**config.mk**
```make
export PLATFORM = sky130hd
export DESIGN_NAME = calendar_to_unix_seconds_flat
export DESIGN_NICKNAME = d
export VERILOG_FILES = /design/src/design/cal2unix_pkg.sv /design/src/design/cal2unix_in_if.sv /design/src/design/cal2unix_out_if.sv /design/src/design/calendar_to_unix_seconds.sv /design/src/flat_wrapper.sv
export SDC_FILE = /design/constraint.sdc
export NUM_CORES = 1
export LEC_CHECK = 0
export ABC_AREA = 1
export ABC_CLOCK_PERIOD_IN_PS = 17900
export BUFFER_PORTS_ARGS = -buffer_cell sky130_fd_sc_hd__buf_2
export CORE_AREA = 2 2 290 292
export CTS_CLUSTER_DIAMETER = 60
export DETAILED_ROUTE_END_ITERATION = 6
export DIE_AREA = 0 0 292 294
export GPL_TIMING_DRIVEN = 0
export MAX_ROUTING_LAYER = met4
export PLACE_DENSITY = 0.42
export SLEW_MARGIN = 40
export SYNTH_ARGS = -nofsm -noshare
export SYNTH_HDL_FRONTEND = slang
export SYNTH_SLANG_ARGS = --single-unit
```
**constraint.sdc**
```tcl
create_clock -name clk -period 17.9 [get_ports clk]
set_clock_uncertainty 0.2 [all_clocks]
set_input_delay 1.79 -clock clk [delete_from_list [all_inputs] [get_ports clk]]
set_output_delay 1.79 -clock clk [all_outputs]
set_load 0.01 [all_outputs]
```
**src/design/cal2unix_pkg.sv**
```systemverilog
// Shared widths, constants and the month table for the calendar-to-epoch converter.
// No dependencies; compiled first.
package cal2unix_pkg;

    // field widths
    localparam int YRS_W  = 10;
    localparam int MON_W  = 8;
    localparam int DAY_W  = 5;
    localparam int HOUR_W = 5;
    localparam int MIN_W  = 6;
    localparam int SEC_W  = 6;
    localparam int OUT_W  = 36;

    // internal widths
    localparam int Q12_W   = 5;   // month_index / 12 <= 21
    localparam int MREM_W  = 4;   // month of year 0..11
    localparam int YOFF_W  = 11;  // year - 1900 <= 1044
    localparam int C100_W  = 4;   // (year - 1900) / 100 <= 10
    localparam int Q400_W  = 2;   // (year - 1600) / 400 <= 3
    localparam int Y365_W  = 19;
    localparam int DBM_W   = 9;
    localparam int DAYS_W  = 21;  // signed day count
    localparam int TOD_W   = 18;  // signed seconds within the day, dst applied
    localparam int TODP_W  = 17;
    localparam int PROD_W  = DAYS_W + 18;

    // reciprocal multipliers: exact over the operand ranges above
    localparam logic [7:0]  RECIP12      = 8'd171;
    localparam int          RECIP12_SH   = 11;
    localparam logic [10:0] RECIP100     = 11'd1311;
    localparam int          RECIP100_SH  = 17;

    localparam logic [MON_W-1:0]  MONTHS_PER_YEAR = 8'd12;
    localparam logic [YOFF_W-1:0] CENTURY         = 11'd100;
    localparam logic [YOFF_W-1:0] QUAD_OFFSET     = 11'd300;   // 1900 - 1600
    localparam logic [YOFF_W-1:0] QUAD_CENTURY    = 11'd400;
    localparam logic [8:0]        DAYS_PER_YEAR   = 9'd365;

    // 70 years of 365 days, the 1968-based leap term offset (68 / 4), and
    // the day-of-month origin of 1
    localparam logic [DAYS_W-2:0] DAY_BIAS = 20'd25568;

    localparam logic [TODP_W-1:0] SECS_PER_HOUR = 17'd3600;
    localparam logic [TODP_W-1:0] SECS_PER_MIN  = 17'd60;
    localparam logic [17:0]       SECS_PER_DAY  = 18'd86400;
    localparam logic signed [TOD_W-1:0] DST_SHIFT = 18'sd3600;

    function automatic logic [DBM_W-1:0] days_before_month(input logic [MREM_W-1:0] m);
        logic [DBM_W-1:0] d;
        case (m)
            4'd0:    d = 9'd0;
            4'd1:    d = 9'd31;
            4'd2:    d = 9'd59;
            4'd3:    d = 9'd90;
            4'd4:    d = 9'd120;
            4'd5:    d = 9'd151;
            4'd6:    d = 9'd181;
            4'd7:    d = 9'd212;
            4'd8:    d = 9'd243;
            4'd9:    d = 9'd273;
            4'd10:   d = 9'd304;
            4'd11:   d = 9'd334;
            default: d = 9'd0;
        endcase
        return d;
    endfunction

endpackage

```
**src/design/cal2unix_in_if.sv**
```systemverilog
// Input channel: valid/ready handshake carrying one broken-down calendar time.
// Depends on cal2unix_pkg.
interface cal2unix_in_if
    import cal2unix_pkg::*;
();
    logic              valid;
    logic              ready;
    logic [YRS_W-1:0]  years_since_1900;
    logic [MON_W-1:0]  month_index;
    logic [DAY_W-1:0]  day_of_month;
    logic [HOUR_W-1:0] hour_of_day;
    logic [MIN_W-1:0]  minute_of_hour;
    logic [SEC_W-1:0]  second_of_minute;
    logic              dst_active;

    modport source (
        output valid, years_since_1900, month_index, day_of_month,
               hour_of_day, minute_of_hour, second_of_minute, dst_active,
        input  ready
    );

    modport sink (
        input  valid, years_since_1900, month_index, day_of_month,
               hour_of_day, minute_of_hour, second_of_minute, dst_active,
        output ready
    );
endinterface

```
**src/design/cal2unix_out_if.sv**
```systemverilog
// Output channel: valid/ready handshake carrying signed seconds since the epoch.
// Depends on cal2unix_pkg.
interface cal2unix_out_if
    import cal2unix_pkg::*;
();
    logic                    valid;
    logic                    ready;
    logic signed [OUT_W-1:0] epoch_seconds;

    modport source (
        output valid, epoch_seconds,
        input  ready
    );

    modport sink (
        input  valid, epoch_seconds,
        output ready
    );
endinterface

```
**src/design/calendar_to_unix_seconds.sv**
```systemverilog
// An accepted beat passes stages 1 to 6 in order; rsp carries the stage 6 result.
// Throughput: one beat per cycle; six pipeline stages advance together, and
// the whole pipe holds while the last stage has a result that is not taken.
// Reset: rst_n clears the stage valid bits only; the pipe comes up empty.
// Depends on cal2unix_pkg, cal2unix_in_if and cal2unix_out_if.
module calendar_to_unix_seconds
    import cal2unix_pkg::*;
(
    input  logic           clk,
    input  logic           rst_n,
    cal2unix_in_if.sink    req,
    cal2unix_out_if.source rsp
);

    localparam int STAGES = 6;

    logic [STAGES-1:0] vld_reg;
    logic [STAGES-1:0] vld_next;
    logic              adv;

    // stage 1: month carry quotient, time of day
    logic [Q12_W-1:0]        s1_q12_reg,  s1_q12_next;
    logic [MON_W-1:0]        s1_mon_reg;
    logic [YRS_W-1:0]        s1_yrs_reg;
    logic [DAY_W-1:0]        s1_mday_reg;
    logic signed [TOD_W-1:0] s1_tod_reg,  s1_tod_next;
    logic [15:0]             q12_prod;
    logic [TODP_W-1:0]       tod_pos;

    // stage 2: year offset, month of year
    logic [YOFF_W-1:0]       s2_y_reg,    s2_y_next;
    logic [MREM_W-1:0]       s2_mrem_reg, s2_mrem_next;
    logic [DAY_W-1:0]        s2_mday_reg;
    logic signed [TOD_W-1:0] s2_tod_reg;
    logic [MON_W-1:0]        mon_sub;

    // stage 3: century and quad-century quotients, year days
    logic [YOFF_W-1:0]       s3_y_reg;
    logic [MREM_W-1:0]       s3_mrem_reg;
    logic [DAY_W-1:0]        s3_mday_reg;
    logic signed [TOD_W-1:0] s3_tod_reg;
    logic [C100_W-1:0]       s3_c100_reg, s3_c100_next;
    logic [Q400_W-1:0]       s3_q400_reg, s3_q400_next;
    logic [Y365_W-1:0]       s3_y365_reg, s3_y365_next;
    logic [21:0]             c100_prod;
    logic [YOFF_W-1:0]       z_quad;

    // stage 4: day count
    logic signed [DAYS_W-1:0] s4_days_reg, s4_days_next;
    logic signed [TOD_W-1:0]  s4_tod_reg;
    logic                     leap;
    logic [YOFF_W-1:0]        s3_z;
    logic [DAYS_W-2:0]        day_pos;
    logic [DAYS_W-2:0]        day_neg;

    // stage 5: day seconds
    logic signed [OUT_W-1:0]  s5_dsec_reg, s5_dsec_next;
    logic signed [TOD_W-1:0]  s5_tod_reg;
    logic signed [PROD_W-1:0] dsec_prod;

    // stage 6: result
    logic signed [OUT_W-1:0]  s6_out_reg, s6_out_next;

    assign adv       = !vld_reg[STAGES-1] || rsp.ready;
    assign req.ready = adv;
    assign vld_next  = {vld_reg[STAGES-2:0], req.valid};

    // ---- stage 1 logic
    always_comb
    begin
        q12_prod    = 16'(req.month_index) * 16'(RECIP12);
        s1_q12_next = q12_prod[RECIP12_SH +: Q12_W];
        tod_pos     = TODP_W'(req.hour_of_day) * SECS_PER_HOUR
                    + TODP_W'(req.minute_of_hour) * SECS_PER_MIN
                    + TODP_W'(req.second_of_minute);
        s1_tod_next = $signed({1'b0, tod_pos}) - (req.dst_active ? DST_SHIFT : '0);
    end

    // ---- stage 2 logic
    always_comb
    begin
        mon_sub      = s1_mon_reg - MON_W'(s1_q12_reg) * MONTHS_PER_YEAR;
        s2_mrem_next = mon_sub[MREM_W-1:0];
        s2_y_next    = YOFF_W'(s1_yrs_reg) + YOFF_W'(s1_q12_reg);
    end

    // ---- stage 3 logic
    always_comb
    begin
        c100_prod    = 22'(s2_y_reg) * 22'(RECIP100);
        s3_c100_next = c100_prod[RECIP100_SH +: C100_W];
        z_quad       = s2_y_reg + QUAD_OFFSET;
        s3_q400_next = Q400_W'(z_quad >= QUAD_CENTURY)
                     + Q400_W'(z_quad >= YOFF_W'(800))
                     + Q400_W'(z_quad >= YOFF_W'(1200));
        s3_y365_next = Y365_W'(s2_y_reg) * Y365_W'(DAYS_PER_YEAR);
    end

    // ---- stage 4 logic
    always_comb
    begin
        s3_z = s3_y_reg + QUAD_OFFSET;
        // leap: divisible by 4, and not a century unless a quad century
        leap = (s3_y_reg[1:0] == 2'b00)
            && ((s3_y_reg != YOFF_W'(s3_c100_reg) * CENTURY)
                || (s3_z == YOFF_W'(s3_q400_reg) * QUAD_CENTURY));
        day_pos = (DAYS_W-1)'(s3_y365_reg)
                + (DAYS_W-1)'(days_before_month(s3_mrem_reg))
                + (DAYS_W-1)'(s3_y_reg[YOFF_W-1:2])
                + (DAYS_W-1)'(s3_q400_reg)
                + (DAYS_W-1)'(s3_mday_reg);
        day_neg = DAY_BIAS + (DAYS_W-1)'(s3_c100_reg)
                + (DAYS_W-1)'(leap && (s3_mrem_reg < MREM_W'(2)));
        s4_days_next = $signed({1'b0, day_pos}) - $signed({1'b0, day_neg});
    end

    // ---- stage 5 / 6 logic
    always_comb
    begin
        dsec_prod    = PROD_W'(s4_days_reg) * $signed(PROD_W'(SECS_PER_DAY));
        s5_dsec_next = dsec_prod[OUT_W-1:0];
        s6_out_next  = s5_dsec_reg + OUT_W'(s5_tod_reg);
    end

    always_ff @(posedge clk or negedge rst_n)
    begin
        if (!rst_n)
        begin
            vld_reg <= '0;
        end
        else if (adv)
        begin
            vld_reg <= vld_next;
        end
    end

    always_ff @(posedge clk)
    begin
        if (adv)
        begin
            s1_q12_reg  <= s1_q12_next;
            s1_mon_reg  <= req.month_index;
            s1_yrs_reg  <= req.years_since_1900;
            s1_mday_reg <= req.day_of_month;
            s1_tod_reg  <= s1_tod_next;

            s2_y_reg    <= s2_y_next;
            s2_mrem_reg <= s2_mrem_next;
            s2_mday_reg <= s1_mday_reg;
            s2_tod_reg  <= s1_tod_reg;

            s3_y_reg    <= s2_y_reg;
            s3_mrem_reg <= s2_mrem_reg;
            s3_mday_reg <= s2_mday_reg;
            s3_tod_reg  <= s2_tod_reg;
            s3_c100_reg <= s3_c100_next;
            s3_q400_reg <= s3_q400_next;
            s3_y365_reg <= s3_y365_next;

            s4_days_reg <= s4_days_next;
            s4_tod_reg  <= s3_tod_reg;

            s5_dsec_reg <= s5_dsec_next;
            s5_tod_reg  <= s4_tod_reg;

            s6_out_reg  <= s6_out_next;
        end
    end

    assign rsp.valid         = vld_reg[STAGES-1];
    assign rsp.epoch_seconds = s6_out_reg;

    // reciprocal divide by 12 leaves a month of year in range
    a_month_rem: assert property (@(posedge clk) disable iff (!rst_n)
        vld_reg[1] |-> (s2_mrem_reg < MREM_W'(12)))
        else $error("month remainder out of range");

    // reciprocal divide by 100 gives the true quotient
    a_century_quot: assert property (@(posedge clk) disable iff (!rst_n)
        vld_reg[2] |-> ((s3_y_reg - YOFF_W'(s3_c100_reg) * CENTURY) < CENTURY))
        else $error("century quotient wrong");

    // a stalled result blocks new beats
    a_stall_blocks: assert property (@(posedge clk) disable iff (!rst_n)
        (rsp.valid && !rsp.ready) |-> !req.ready)
        else $error("input taken while output stalled");

    // an accepted beat reaches stage 1 on the next edge
    a_beat_enters: assert property (@(posedge clk) disable iff (!rst_n)
        (req.valid && req.ready) |=> vld_reg[0])
        else $error("accepted beat lost at stage 1");

endmodule
```
**src/flat_wrapper.sv**
```systemverilog
// flat-port wrapper written by rule: the top's interface ports become plain ports
module calendar_to_unix_seconds_flat import cal2unix_pkg::*;
  (clk, rst_n, req_valid, req_years_since_1900, req_month_index, req_day_of_month, req_hour_of_day, req_minute_of_hour, req_second_of_minute, req_dst_active, req_ready, rsp_valid, rsp_epoch_seconds, rsp_ready);
  cal2unix_in_if req_i ();
  cal2unix_out_if rsp_i ();
  input  logic clk;
  input  logic rst_n;
  input wire logic [$bits(req_i.valid)-1:0] req_valid;
  input wire logic [$bits(req_i.years_since_1900)-1:0] req_years_since_1900;
  input wire logic [$bits(req_i.month_index)-1:0] req_month_index;
  input wire logic [$bits(req_i.day_of_month)-1:0] req_day_of_month;
  input wire logic [$bits(req_i.hour_of_day)-1:0] req_hour_of_day;
  input wire logic [$bits(req_i.minute_of_hour)-1:0] req_minute_of_hour;
  input wire logic [$bits(req_i.second_of_minute)-1:0] req_second_of_minute;
  input wire logic [$bits(req_i.dst_active)-1:0] req_dst_active;
  output wire logic [$bits(req_i.ready)-1:0] req_ready;
  output wire logic [$bits(rsp_i.valid)-1:0] rsp_valid;
  output wire logic [$bits(rsp_i.epoch_seconds)-1:0] rsp_epoch_seconds;
  input wire logic [$bits(rsp_i.ready)-1:0] rsp_ready;
  assign req_i.valid = req_valid;
  assign req_i.years_since_1900 = req_years_since_1900;
  assign req_i.month_index = req_month_index;
  assign req_i.day_of_month = req_day_of_month;
  assign req_i.hour_of_day = req_hour_of_day;
  assign req_i.minute_of_hour = req_minute_of_hour;
  assign req_i.second_of_minute = req_second_of_minute;
  assign req_i.dst_active = req_dst_active;
  assign req_ready = req_i.ready;
  assign rsp_valid = rsp_i.valid;
  assign rsp_epoch_seconds = rsp_i.epoch_seconds;
  assign rsp_i.ready = rsp_ready;
  calendar_to_unix_seconds u_core (.clk(clk), .rst_n(rst_n), .req(req_i), .rsp(rsp_i));
endmodule
```
* Word level (Yosys, flattened, before mapping)
Memory sizes are Yosys's and may differ from the RTL's. A register that Yosys moved wholly into a read port is not among the register bits. Cells that the tools add are included.
Storage, ports and cells: register bits after elaboration 271, ROM bits 144, input bits 45, output and inout bits 38, word-level logic and storage cells 63, memories 1
Memory list:
- (no name shown) | words 16, bits a word 9, read ports 1, clocked after Yosys merged registers in 1, wr ports 0, line cal2unix_pkg.sv:50 | case (m)
Cells by class: add/sub/neg operators 17, multiply operators 9, magnitude comparators 4, equal/unequal tests 2, multiplexer cells 2, reduce and logical (&&, ||, !) cells 6
Operators with widths (number):
- 36-bit by 18-bit adder with 36-bit output | 1
- 21-bit by 11-bit multiplier with 29-bit output, second input constant | 1
- 11-bit by 9-bit adder with 11-bit output, second input constant | 2
- 11-bit by 11-bit multiplier with 21-bit output, second input constant | 1
- 20-bit by 20-bit subtractor with 21-bit output | 1
- 19-bit by 9-bit adder with 20-bit output | 1
- 20-bit by 1-bit adder with 20-bit output | 1
- 20-bit by 2-bit adder with 20-bit output | 1
- 20-bit by 5-bit adder with 20-bit output | 1
- 20-bit by 9-bit adder with 20-bit output | 1
- 11-bit by 9-bit multiplier with 19-bit output, second input constant | 1
- 17-bit by 18-bit subtractor with 18-bit output | 1
- 17-bit by 12-bit adder with 17-bit output | 1
- 17-bit by 6-bit adder with 17-bit output | 1
- 15-bit by 4-bit adder with 16-bit output, first input constant | 1
- 8-bit by 8-bit multiplier with 16-bit output, second input constant | 1
- 5-bit by 8-bit multiplier with 13-bit output, second input constant | 1
- 12-bit 2-to-1 mux | 1
- 10-bit by 5-bit adder with 11-bit output | 1
- 11-bit equality test | 1
- 11-bit by 10-bit >= comparator with 1-bit output, second input constant | 1
- 11-bit >= comparator, second input constant | 1
- 11-bit by 9-bit >= comparator with 1-bit output, second input constant | 1
- 11-bit inequality test | 1
- other kinds (13) | 15

* Longest topological paths before layout
word-level depth 7, mapped depth 30, mapped depth without buffers 30

* Worst setup path before layout
OpenSTA, ideal clock, no wires.
path kind input -> output, from input port rsp_ready, to output port req_ready, arrival 9.378 ns, data required time 15.910 ns, slack 6.532 ns, cell stages on the path 4, path buffers 2, path through inv_1 -> nand2_1 -> buf_2 -> buf_1
Between the ends: word-level cells in the longest chain between the ends 1
Ends and longest elaborated chain:
- start, declared | line flat_wrapper.sv:19 | input wire logic [$bits(rsp_i.ready)-1:0] rsp_ready;
- 1-bit logical OR | line calendar_to_unix_seconds.sv:64 | assign adv = !vld_reg[STAGES-1] || rsp.ready;
- end, declared | line flat_wrapper.sv:16 | output wire logic [$bits(req_i.ready)-1:0] req_ready;
Every way passes these cells.

* Worst setup path after layout
from input port req_minute_of_hour[0], to register u_core.s1_tod_reg[14], data pin
Between the ends: word-level cells in the longest chain between the ends 4
Ends and longest elaborated chain:
- start, declared | line flat_wrapper.sv:13 | input wire logic [$bits(req_i.minute_of_hour)-1:0] req_minute_of_hour;
- 6-bit by 4-bit multiplier with 10-bit output | line calendar_to_unix_seconds.sv:74 | + TODP_W'(req.minute_of_hour) * SECS_PER_MIN
- 17-bit by 12-bit adder with 17-bit output | line calendar_to_unix_seconds.sv:74
- 17-bit by 6-bit adder with 17-bit output | line calendar_to_unix_seconds.sv:75 | + TODP_W'(req.second_of_minute);
- 17-bit by 18-bit subtractor with 18-bit output | line calendar_to_unix_seconds.sv:76 | s1_tod_next = $signed({1'b0, tod_pos}) - (req.dst_active ? DST_SHIFT : '0);
- net u_core.s1_tod_next[14] | line calendar_to_unix_seconds.sv:26 | logic signed [TOD_W-1:0] s1_tod_reg, s1_tod_next;
- end signal, assigned | line calendar_to_unix_seconds.sv:145 | s1_tod_reg <= s1_tod_next;
- end, declared | line calendar_to_unix_seconds.sv:26
The timed path passes the listed nets, and every way through them passes these cells. A chain may end at the register's enable or synchronous reset.

==> flow_metrics.tcl <==
set metrics [dict create \
    routedWlPerCell_um 13.8 \
    largest_reg_flops 36 \
    ant_nets 0 \
    syn-num-nets 3130 \
    cts_htree_levels 2 \
    grt-ovfl-total 0 \
    cpMaxStageDelayCell "fa_1" \
    startpoint_type "primary input" \
    grt_max_degree 26 \
    required_ns 18.01 \
    wl_um 52000 \
    cp-startpoint "req_minute_of_hour[0]" \
    synth_top_area_share_pct 32.1 \
    synthToLayoutAreaGrowth_pct 14.6 \
    antenna_found_initial 0 \
    finalCritPeriodShare_pct 35.3 \
    dr.pass1.iters 4 \
    netlist_area_um2 24600 \
    cts.reportedPaths.clkPinSlew_ns 0.06 \
    relSlewSlack_pct 52.8 \
    cpPeakStageDelay_ns 0.56 \
    cts_tree "built" \
    num_vias 16500 \
    cts.sinks 278 \
    crit_buf_inv 3 \
    synth_common_cells "556 x inv_1, 401 x ha_1, 353 x nand2_1" \
    core_area_um2 82900 \
    worst_slew_pin_slew_ns 0.708 \
    critPathArrivalTime_ns 6.44 \
    num_antenna_cells 0 \
    cts_resized 0 \
    initial_utilization_pct 29.6 \
    crit_type "primary input to flip-flop" \
    grt_pass1_wl_um 86200 \
    routed_via_density 4.39 \
    cts_buffer_depth 3 \
    yosysUniqueCellTypes 50 \
    hold_start "u_core.s4_tod_reg[14]" \
    status "finished, final reports clean" \
    synth.most_common_cell "inv_1" \
    dieWidth_um 292 \
    report.final.setup_viol 0 \
    reg2reg_from "u_core.s3_c100_reg[1]" \
    synth_edf_count 263 \
    ys_async_sr_fraction_pct 2.16 \
    syn_inst 2512 \
    min_period_ns 6.33 \
    cap_violations 0 \
    first_global_vias 16900 \
    avgSynthCellArea_um2 9.78 \
    cts_inserted_buffers 42 \
    fmax_ghz 0.158 \
    worstSkewPairLatency_ns 0.57 \
    worst_setup_path_end_kind "flip-flop" \
    nets 3271 \
    drc 0 \
    drive_gt1_share_pct 8.00 \
    ys_ff_latch 278 \
    dp_hpwl_um 43700 \
    clockRootBuffer "clkbuf_16" \
    gp_congestion 0.847 \
    grtUsageTotal_pct 12.7 \
    hold_buffers 0 \
    yosysTopAreaCell "edfxtp_1" \
    synth_area_leaders "edfxtp_1 32%, ha_1 20%, fa_1 14%" \
    portBuffers 82 \
    hold_ws_ns 0.209 \
    dieArea_um2 85800 \
    cp_common_cell "nand2_1" \
    postLayoutCellArea_um2 28200 \
    holdCritPathClass "flip-flop to flip-flop" \
    maxSlewViolCount 0 \
    tns_ns 0 \
    die_y_um 294 \
    place_area_um2 26700 \
    path_max_fanout 5 \
    cp_top_family "adder cells" \
    fin_cells 3766 \
    synth_seq_area_share_pct 33.5 \
    rsz0062_at_grt "false" \
    dp_cells 3688 \
    finalHoldViolCount 0 \
    ioPinCount 83 \
    ys.flop_type "edfxtp_1" \
    drt_iter0_markers 706 \
    rows 106 \
    cts_setup_buffers 0 \
    ys_warn_count 0 \
]
-- logic make-up (layout without fill, tap and decap cells) --
| logic type | after synthesis | after routing | synth area share, % |
|---|---|---|---|
| compound gates | 284 | 284 | 6.46 |
| flops | 278 | 278 | 33.5 |
| buf+inv | 563 | 737 | 8.64 |
| xor+xnor | 140 | 140 | 5.05 |
| simple gates | 674 | 674 | 11.9 |
| fa+ha+maj | 573 | 573 | 34.4 |
-- layout make-up --
| cell class | count | area, um2 |
|---|---|---|
| fillers | 8471 | 54700 |
| multi-input cells | 1671 | 14200 |
| flip-flops and latches | 278 | 8230 |
| inverters | 560 | 2100 |
| well taps | 1080 | 1350 |
| clock buffers | 48 | 1090 |
| repair buffers | 97 | 800 |
| clock inverters | 29 | 348 |
| plain buffers | 3 | 21.3 |
-- layout by cell type, fill, tap and decap left out, types with 6 or more instances in the layout --
master / n
fa_1: 172
nor3_1: 19
nand3b_1: 6
a21o_1: 16
dfxtp_1: 9
a31oi_1: 9
nor2_1: 125
xnor2_1: 51
nand2_1: 353
inv_6: 9
dfrtp_1: 6
ha_1: 401
xor2_1: 87
nand2_2: 18
o21ai_0: 76
nand4_1: 31
buf_16: 13
inv_1: 556
a21oi_1: 142
buf_2: 84
clkbuf_16: 43
edfxtp_1: 263
nand3_1: 99
clkinv_2: 6
-- final timing paths --
check,to,slack (ns),cells past startpoint
worst min-delay path,u_core.s5_tod_reg[14],0.21,0
worst max-delay path,u_core.s1_tod_reg[14],11.57,25
min in group asynchronous,u_core.vld_reg[0],0.86,1
worst min register to register,u_core.s5_tod_reg[14],0.21,0
max in group asynchronous,u_core.vld_reg[4],16.50,1
worst max register to register,u_core.s4_days_reg[16],11.66,27
-- per-layer routing --
layer	wire (um)	vias to the layer above	global-route usage, %
li1	-	8514	-
met5	0	-	-
met1	24400	7797	16.1
met2	25300	159	21.5
met3	1300	50	1.66
met4	933	0	3.03
-- through the flow --
step                      setup WS, ns  utilization, %
after floorplan                   6.53               -
after global placement            1.74            31.8
after detailed placement         11.00            32.2
after CTS                        11.61            34.0
after global routing             11.19            34.0
final                            11.57            34.0
Power is left out: the tool's default activity adds up to more than one toggle a clock period on the data nets, which glitch-free logic cannot reach.
